===== src/sv/mbrtu_pkg.sv =====
// Shared constants, types and the CRC-16 byte update for the Modbus RTU sensor responder.
package mbrtu_pkg;

    localparam int RequestBytes = 8;
    localparam int CountW       = $clog2(RequestBytes);
    localparam int StartLoIdx   = 3;
    localparam int CrcLoIdx     = RequestBytes - 2;
    localparam int BodyMax      = 7;

    localparam logic [15:0] CrcInit         = 16'hFFFF;
    localparam logic [15:0] CrcPoly         = 16'hA001;
    localparam logic [7:0]  FuncReadHolding = 8'h03;
    localparam logic [7:0]  CountTwoRegs    = 8'h04;
    localparam logic [7:0]  CountOneReg     = 8'h02;
    localparam logic [7:0]  RegHumTemp      = 8'h00;
    localparam logic [7:0]  RegTemp         = 8'h01;

    typedef logic [CountW-1:0] t_count;
    typedef logic [3:0]        t_left;

    localparam t_left ReplyLongBytes  = 4'd9;
    localparam t_left ReplyShortBytes = 4'd7;
    localparam t_left CrcBytes        = 4'd2;

    typedef enum logic {
        CMD_RX_BYTE = 1'b0,
        CMD_SENSOR  = 1'b1
    } t_cmd;

    typedef struct packed {
        logic        valid;
        logic        two_regs;
        logic [7:0]  addr;
        logic [15:0] hum;
        logic [14:0] temp;
    } t_reply_req;

    function automatic logic [15:0] crc_feed(input logic [15:0] c, input logic [7:0] b);
        logic [15:0] x;
        x = c ^ {8'h00, b};
        for (int k = 0; k < 8; k++) begin
            x = x[0] ? ((x >> 1) ^ CrcPoly) : (x >> 1);
        end
        return x;
    endfunction

endpackage


===== src/sv/mbrtu_rx_frame.sv =====
// Input register, request frame collection, CRC check and sensor value store.
module mbrtu_rx_frame (
    input  logic                  i_clk,
    input  logic                  i_rst_n,
    input  logic [7:0]            i_station_address,
    input  logic                  i_valid,
    output logic                  o_ready,
    input  logic                  i_cmd,
    input  logic [7:0]            i_rx_byte,
    input  logic [15:0]           i_hum,
    input  logic signed [15:0]    i_temp,
    input  logic                  i_tx_idle,
    output mbrtu_pkg::t_reply_req o_req
);
    import mbrtu_pkg::*;

    localparam t_count LastIdx = t_count'(RequestBytes - 1);

    logic               r_in_valid;
    t_cmd               r_cmd;
    logic [7:0]         r_rx;
    logic [15:0]        r_hum;
    logic signed [15:0] r_temp;
    t_count             r_count;
    logic [15:0]        r_crc;
    logic [7:0]         r_frame [RequestBytes];
    logic [15:0]        r_hum_val;
    logic [14:0]        r_temp_val;

    logic        w_proc_en;
    logic        w_fire;
    logic        w_open;
    logic        w_take;
    logic        w_done;
    logic        w_good;
    logic [15:0] w_crc_base;
    logic [15:0] w_crc_fed;

    // a byte that may close a frame waits while a reply is still going out
    assign w_proc_en  = !(r_cmd == CMD_RX_BYTE && r_count == LastIdx && !i_tx_idle);
    assign w_fire     = r_in_valid && w_proc_en;
    assign o_ready    = !r_in_valid || w_proc_en;
    assign w_open     = (r_count != '0) || (r_rx == i_station_address);
    assign w_take     = w_fire && (r_cmd == CMD_RX_BYTE) && w_open;
    assign w_done     = (r_count == LastIdx);
    assign w_crc_base = (r_count == '0) ? CrcInit : r_crc;
    assign w_crc_fed  = crc_feed(w_crc_base, r_rx);
    assign w_good     = (r_frame[CrcLoIdx] == r_crc[7:0]) && (r_rx == r_crc[15:8]);

    always_comb begin
        o_req.valid    = w_take && w_done && w_good &&
                         (r_frame[StartLoIdx] == RegHumTemp || r_frame[StartLoIdx] == RegTemp);
        o_req.two_regs = (r_frame[StartLoIdx] == RegHumTemp);
        o_req.addr     = i_station_address;
        o_req.hum      = r_hum_val;
        o_req.temp     = r_temp_val;
    end

    always_ff @(posedge i_clk) begin
        if (!i_rst_n) begin
            r_in_valid <= 1'b0;
        end else if (o_ready) begin
            r_in_valid <= i_valid;
        end
    end

    always_ff @(posedge i_clk) begin
        if (i_valid && o_ready) begin
            r_cmd  <= t_cmd'(i_cmd);
            r_rx   <= i_rx_byte;
            r_hum  <= i_hum;
            r_temp <= i_temp;
        end
    end

    always_ff @(posedge i_clk) begin
        if (!i_rst_n) begin
            r_count    <= '0;
            r_crc      <= CrcInit;
            r_hum_val  <= '0;
            r_temp_val <= '0;
        end else if (w_fire) begin
            if (r_cmd == CMD_SENSOR) begin
                r_hum_val  <= r_hum;
                r_temp_val <= r_temp[15] ? 15'd0 : r_temp[14:0];
            end else if (w_open) begin
                r_count <= w_done ? t_count'(0) : r_count + t_count'(1);
                if (r_count < t_count'(CrcLoIdx)) begin
                    r_crc <= w_crc_fed;
                end
            end
        end
    end

    always_ff @(posedge i_clk) begin
        if (w_take) begin
            r_frame[r_count] <= r_rx;
        end
    end

    a_req_when_idle: assert property (@(posedge i_clk) disable iff (!i_rst_n)
        o_req.valid |-> i_tx_idle)
        else $error("reply raised while transmitter busy");

    a_sensor_keeps_frame: assert property (@(posedge i_clk) disable iff (!i_rst_n)
        (w_fire && r_cmd == CMD_SENSOR) |=> (r_count == $past(r_count)))
        else $error("sensor update disturbed frame count");

    a_reply_on_last_byte: assert property (@(posedge i_clk) disable iff (!i_rst_n)
        o_req.valid |=> (r_count == '0))
        else $error("frame count not cleared after complete frame");

endmodule


===== src/sv/mbrtu_tx_reply.sv =====
// Reply byte sequencer with running CRC and registered output stage.
module mbrtu_tx_reply (
    input  logic                  i_clk,
    input  logic                  i_rst_n,
    input  mbrtu_pkg::t_reply_req i_req,
    output logic                  o_idle,
    output logic                  o_valid,
    input  logic                  i_ready,
    output logic [7:0]            o_data,
    output logic                  o_last
);
    import mbrtu_pkg::*;

    t_left       r_left;
    logic [7:0]  r_sh [BodyMax];
    logic [15:0] r_crc;
    logic        r_m_valid;
    logic [7:0]  r_m_data;
    logic        r_m_last;

    logic w_out_free;
    logic w_emit;

    assign w_out_free = !r_m_valid || i_ready;
    assign w_emit     = w_out_free && (r_left != '0);
    assign o_idle     = (r_left == '0);
    assign o_valid    = r_m_valid;
    assign o_data     = r_m_data;
    assign o_last     = r_m_last;

    always_ff @(posedge i_clk) begin
        if (!i_rst_n) begin
            r_left    <= '0;
            r_m_valid <= 1'b0;
        end else begin
            if (i_req.valid) begin
                r_left <= i_req.two_regs ? ReplyLongBytes : ReplyShortBytes;
            end else if (w_emit) begin
                r_left <= r_left - t_left'(1);
            end
            if (w_out_free) begin
                r_m_valid <= (r_left != '0);
            end
        end
    end

    always_ff @(posedge i_clk) begin
        if (i_req.valid) begin
            r_crc   <= CrcInit;
            r_sh[0] <= i_req.addr;
            r_sh[1] <= FuncReadHolding;
            if (i_req.two_regs) begin
                r_sh[2] <= CountTwoRegs;
                r_sh[3] <= i_req.hum[15:8];
                r_sh[4] <= i_req.hum[7:0];
                r_sh[5] <= {1'b0, i_req.temp[14:8]};
                r_sh[6] <= i_req.temp[7:0];
            end else begin
                r_sh[2] <= CountOneReg;
                r_sh[3] <= {1'b0, i_req.temp[14:8]};
                r_sh[4] <= i_req.temp[7:0];
                r_sh[5] <= 8'h00;
                r_sh[6] <= 8'h00;
            end
        end else if (w_emit) begin
            for (int i = 0; i < BodyMax - 1; i++) begin
                r_sh[i] <= r_sh[i+1];
            end
            priority if (r_left > CrcBytes) begin
                r_crc    <= crc_feed(r_crc, r_sh[0]);
                r_m_data <= r_sh[0];
            end else if (r_left == CrcBytes) begin
                r_m_data <= r_crc[7:0];
            end else begin
                r_m_data <= r_crc[15:8];
            end
            r_m_last <= (r_left == t_left'(1));
        end
    end

    a_load_only_idle: assert property (@(posedge i_clk) disable iff (!i_rst_n)
        i_req.valid |-> o_idle)
        else $error("reply loaded while previous reply in flight");

    a_last_flagged: assert property (@(posedge i_clk) disable iff (!i_rst_n)
        (w_emit && r_left == t_left'(1)) |=> (r_m_valid && r_m_last))
        else $error("final reply byte not flagged last");

    a_body_not_last: assert property (@(posedge i_clk) disable iff (!i_rst_n)
        (w_emit && r_left > CrcBytes) |=> (r_m_valid && !r_m_last))
        else $error("body byte flagged last");

endmodule


===== src/sv/modbus_rtu_sensor_responder.sv =====
// Top level of the Modbus RTU sensor responder (read holding registers).
//
// Slave stream: tuser selects the item kind (0 = received serial byte,
// 1 = sensor update); tdata carries rx_byte, humidity and temperature tenths.
// Master stream: one item per reply byte, tlast on the CRC high byte.
// Configuration: i_cfg_wr_en writes the station address (reset value 1); the
// user must do so only while the block is idle; the block does not enforce it.
// Every input item passes through an input register and is processed from it,
// one item per cycle unless a closing byte waits. The eighth byte of a good
// request starts a reply of 9 or 7 bytes, which the sequencer builds with a
// running CRC and sends through its output register, one byte per cycle while
// the master side is ready. While a reply is in flight, further bytes and
// sensor updates are taken; only a byte that would close the next request
// waits until the sequencer has sent the previous reply.
// Reset clears the frame count, the CRC, the stored sensor values and both
// stream stages. A stalled master side holds its output register and the
// sequencer; the slave side keeps accepting until that closing byte arrives.
module modbus_rtu_sensor_responder (
    input  logic        i_clk,
    input  logic        i_rst_n,
    input  logic        i_cfg_wr_en,
    input  logic [7:0]  i_cfg_wr_data,
    input  logic        s_axis_tvalid,
    output logic        s_axis_tready,
    input  logic [39:0] s_axis_tdata,  // [7:0] rx_byte, [23:8] humidity_tenths,
                                       // [39:24] temperature_tenths
    input  logic        s_axis_tuser,  // [0] command
    output logic        m_axis_tvalid,
    input  logic        m_axis_tready,
    output logic [7:0]  m_axis_tdata,  // [7:0] tx_byte
    output logic        m_axis_tlast
);
    import mbrtu_pkg::*;

    logic [7:0] r_station_address;
    t_reply_req w_req;
    logic       w_tx_idle;

    always_ff @(posedge i_clk) begin
        if (!i_rst_n) begin
            r_station_address <= 8'd1;
        end else if (i_cfg_wr_en) begin
            r_station_address <= i_cfg_wr_data;
        end
    end

    mbrtu_rx_frame u_rx (
        .i_clk             (i_clk),
        .i_rst_n           (i_rst_n),
        .i_station_address (r_station_address),
        .i_valid           (s_axis_tvalid),
        .o_ready           (s_axis_tready),
        .i_cmd             (s_axis_tuser),
        .i_rx_byte         (s_axis_tdata[7:0]),
        .i_hum             (s_axis_tdata[23:8]),
        .i_temp            (s_axis_tdata[39:24]),
        .i_tx_idle         (w_tx_idle),
        .o_req             (w_req)
    );

    mbrtu_tx_reply u_tx (
        .i_clk   (i_clk),
        .i_rst_n (i_rst_n),
        .i_req   (w_req),
        .o_idle  (w_tx_idle),
        .o_valid (m_axis_tvalid),
        .i_ready (m_axis_tready),
        .o_data  (m_axis_tdata),
        .o_last  (m_axis_tlast)
    );

endmodule


===== config.mk =====
export PLATFORM = sky130hd
export DESIGN_NAME = modbus_rtu_sensor_responder
export DESIGN_NICKNAME = d
export VERILOG_FILES = /design/src/sv/mbrtu_pkg.sv /design/src/sv/mbrtu_rx_frame.sv /design/src/sv/mbrtu_tx_reply.sv /design/src/sv/modbus_rtu_sensor_responder.sv
export SDC_FILE = /design/constraint.sdc
export NUM_CORES = 1
export LEC_CHECK = 0
export ABC_AREA = 1
export BUFFER_PORTS_ARGS = -buffer_cell sky130_fd_sc_hd__buf_2
export CAP_MARGIN = 40
export CELL_PAD_IN_SITES_DETAIL_PLACEMENT = 2
export CELL_PAD_IN_SITES_GLOBAL_PLACEMENT = 2
export CORE_MARGIN = 3
export CORE_UTILIZATION = 35
export DETAILED_ROUTE_END_ITERATION = 10
export PLACE_DENSITY_LB_ADDON = 0.1
export SYNTH_ARGS = -nofsm -noshare
export SYNTH_HDL_FRONTEND = slang
export SYNTH_SLANG_ARGS = --single-unit

===== constraint.sdc =====
create_clock -name i_clk -period 2.5 [get_ports i_clk]
set_clock_uncertainty 0.15 [all_clocks]
set_input_delay 0.5 -clock i_clk [delete_from_list [all_inputs] [get_ports i_clk]]
set_output_delay 0.5 -clock i_clk [all_outputs]
set_load 0.01 [all_outputs]

==> impl_results.md <==
- Status: finished clean
- Routed via count: 6,581
- Total length of routed wires: 25.4 mm
- Critical path endpoint category: flop
- Synth Instances: 852
- Hold Path Class: in2reg
- Largest family of logic cells by synthesized area: simple AND/OR/NAND/NOR gates
- Simple-Gate Fraction of Synth Area: 17.2%
- Xor-xnor portion of the synthesized cell area: 4.51%
- Layout cells sized above 1: 21.4%
- Synthesized area: 8540 um^2
- Final core utilization: 45.4%
- Core Area: 23,800 um^2
- Most common cell after layout, fill and taps aside: nand2_1
- #FFs+latches synth: 202
- YS warnings: 0
- GR Overflow Total: 0
- DR vias/cell: 4.93
- Worst Path Max Fanout: 12
- Worst Setup Start Kind: flop
- VDD IR-drop max: 0.502 mV
- Most used cell, CP: nand2_8
- Critical Path AT: 2.66 ns
- Compound-gate portion of the synthesized area: 10.1%
- Kind of critical path: reg2reg
- 1st-iter DRT viols: 255
- Register area share after synthesis: 61.6%
- # rows: 56
- GRT Util Overall: 19.3%
- Die outline height: 162 um
- Htree depth: 1
- RSZ-0062 raised after global routing: true
- Setup Slack @ Placement: -0.0873 ns
- PnR worst setup slack: 0.00215 ns
- Hold Crit Endpoint: u_rx.r_hum[0]
- Crit-path slowest cell: dfxtp_2
- Vias in the first global route: 7,280
- Die W: 162 um
- M1 GR Usage: 23.4%
- Syn-to-layout area delta: 26.2%
- Setup violations, final: 0
- Fmax: 400 MHz
- Initial antenna violation count: 0
- Syn Nets: 912
- Clock buffer count from CTS: 24
- Commonest non-fill, non-tap cells in the layout: nand2_1 (152), edfxtp_1 (122), nor2_1 (96)
- Reg2reg setup slack: 0.002 ns
- Nets: 1,059
- Longest Clk Path Bufs: 3
- Worst-Skew Late Latency: 0.52 ns
- Critical Path RT: 2.66 ns
- Worst-path cell chain: ha_1 -> ha_2 -> nand4_1 -> nor3_1 -> nand3_1 -> nor2_2 -> nand2_4 -> inv_6 -> nand2_8 -> nand2_8 -> buf_8 -> nand2_1 -> o211ai_1
- I/O pin count: 65
- First-pass GRT wire length: 40.0 mm
- CTS tree: yes
- Final hold vios: 0
- Hold depth: 1
- DR pass1 iterations: 4
- Residual DRC count: 0
- Non-filler cells, final: 1,336
- Routability cong.: 0.806
- Final HPWL DP: 17.4 mm
- Slew @ Worst Pin: 0.748 ns
- Post-synthesis adder-cell area fraction: 0.879%
- Number of buffers and inverters on the critical path: 2
- Proportion of synthesized area in mux cells: 0%
- Max_slew headroom: 50.1%
- Minimum clock period: 2.50 ns
- Clock Sinks: 202
- Die ar.: 26,300 um^2
- Post-DR wirelength/cell: 19.0 um
- FF-to-FF path depth: 13
- Pwr Density: 1150 nW/um^2
- Largest net degree at the start of global routing: 40
- ANT cells: 0
- Hold Path Origin: s_axis_tdata[8]
- CTS root buffer: clkbuf_16
- Met3 Use GR: 2.65%
- Max Cap Viol: 0
- Clk pin slew, worst setup/hold paths: 0.06 ns
- Placed Instances: 1,243
- Gr busiest metal: met2
- Reg2Reg Capture Point: u_tx.r_sh[4][1]
- Static Leak: 0.00439 uW
- Post-route clock period utilization: 99.9%
- CP delay by family, top: simple AND/OR/NAND/NOR gates
- DRT antenna net count: 0
- CP peak stage delay: 0.37 ns
- Starting Density: 36.0%
- Netlist cell types: 41
- Syn Area/Cell: 10.0 um^2
- Met2 usage: 35.4%
- Pins Over Slew Limit: 0
- Count of input and output buffers: 64
- R2R Path Start: u_rx.r_count[1]
[stage by stage]
| stage | hold slack [ns] | TNS, ns | cell area, um^2 | total power [uW] |
|---|---|---|---|---|
| 2_1_floorplan | 0.297 | -0.458 | 8550 | 7540 |
| 3_3_place_gp | 0.325 | 0 | 9430 | 8710 |
| 3_5_place_dp | 0.335 | -0.150 | 9430 | 8960 |
| 4_1_cts | 0.00679 | 0 | 10600 | 12500 |
| 5_1_grt | 0.00369 | -3.74 | 10800 | 13200 |
| 6_report | 0.0194 | 0 | 10800 | 12400 |
[worst max path at each step]
stage	startpoint	end	slack [ns]	cells past startpoint
detailed placement	u_rx.r_count[0]	u_tx.r_sh[4][1]	-0.09	9
global placement	u_rx.r_rx[3]	u_tx.r_sh[4][2]	0.08	13
floorplan	u_rx.r_count[0]	u_rx.r_frame[6][0]	-0.03	5
CTS	u_tx.r_left[0]	s_axis_tready	0.02	6
finish	u_rx.r_count[1]	u_tx.r_sh[4][1]	0.002	13
global route	u_rx.r_count[1]	u_tx.r_sh[4][1]	-0.14	13
[final cells by class]
cell class | instances | area [um^2]
Clock inverter | 9 | 55.1
Clock buffer | 35 | 722
Fill cell | 2489 | 13000
Multi-Input combinational cell | 533 | 2900
Sequential cell | 202 | 5270
Inverter | 86 | 338
Timing Repair Buffer | 152 | 1100
Tap cell | 319 | 399
[routing by layer]
metal	part of all wire, %	wire (um)
met5	0	0
met4	3.0	750
met3	2.6	649
met2	52	13200
met1	43	10800
[cells by family (layout without fill, tap and decap cells)]
family | count (synthesis) | count (layout)
buffers and inverters | 118 | 282
xor gates and xnor gates | 44 | 44
AOI/OAI and AO/OA | 146 | 146
adders and majority gates | 6 | 6
DFF | 202 | 202
and+or+nand+nor | 336 | 337
[power breakdown]
part / total, uW / leakage, uW / internal (uW) / switching [uW]
sequential: 4980 / 0.00184 / 4620 / 358
combinational: 4010 / 0.00216 / 1470 / 2540
clock: 3380 / 0.000393 / 2000 / 1380
total: 12400 / 0.00439 / 8090 / 4280
[timing repair]
action	in CTS	in global routing
resized for setup	10	26
hold buffers	34	0
setup buffers	4	10
setup endpoints to repair	32	80
cloned	0	1
pin swaps	3	5
endpoints found under the hold margin	34	0
[flip-flops by register name, summed over array words and instances (netlist names), 4 cells and up]
name / flops
u_rx.r_frame: 16
u_tx.o_data: 8
u_rx.r_crc: 16
u_rx.r_temp_val: 15
u_tx.r_left: 4
u_rx.r_rx: 8
r_station_address: 8
u_rx.r_temp: 16
u_tx.r_crc: 16
u_rx.r_hum: 16
u_tx.r_sh: 56
u_rx.r_hum_val: 16
[cells in the mapped netlist (all sizes together)]
cell type  number  area, um^2
o22ai           2        12.5
o21a            1        7.51
nand2         171         718
a21oi          38         190
dfxtp          80        1600
ha              6        75.1
inv            85         319
xor2           27         236
nor4            3        18.8
a211oi          8        60.1
o211ai         23         173
nor3b           1        7.51
clkbuf         17        63.8
nor3            4        20.0
nand3          43         238
xnor2          17         149
a22o            7        61.3
o311ai          4        35.0
buf            15        98.8
nand3b          1        7.51
nor2           99         377
clkinv          1        3.75
edfxtp        122        3660
o221ai          1        8.76
a31oi           1        6.26
or2             8        50.1
nand4           6        37.5
o21ai          61         305
No activity file was read; power rests on OpenSTA's default activity.
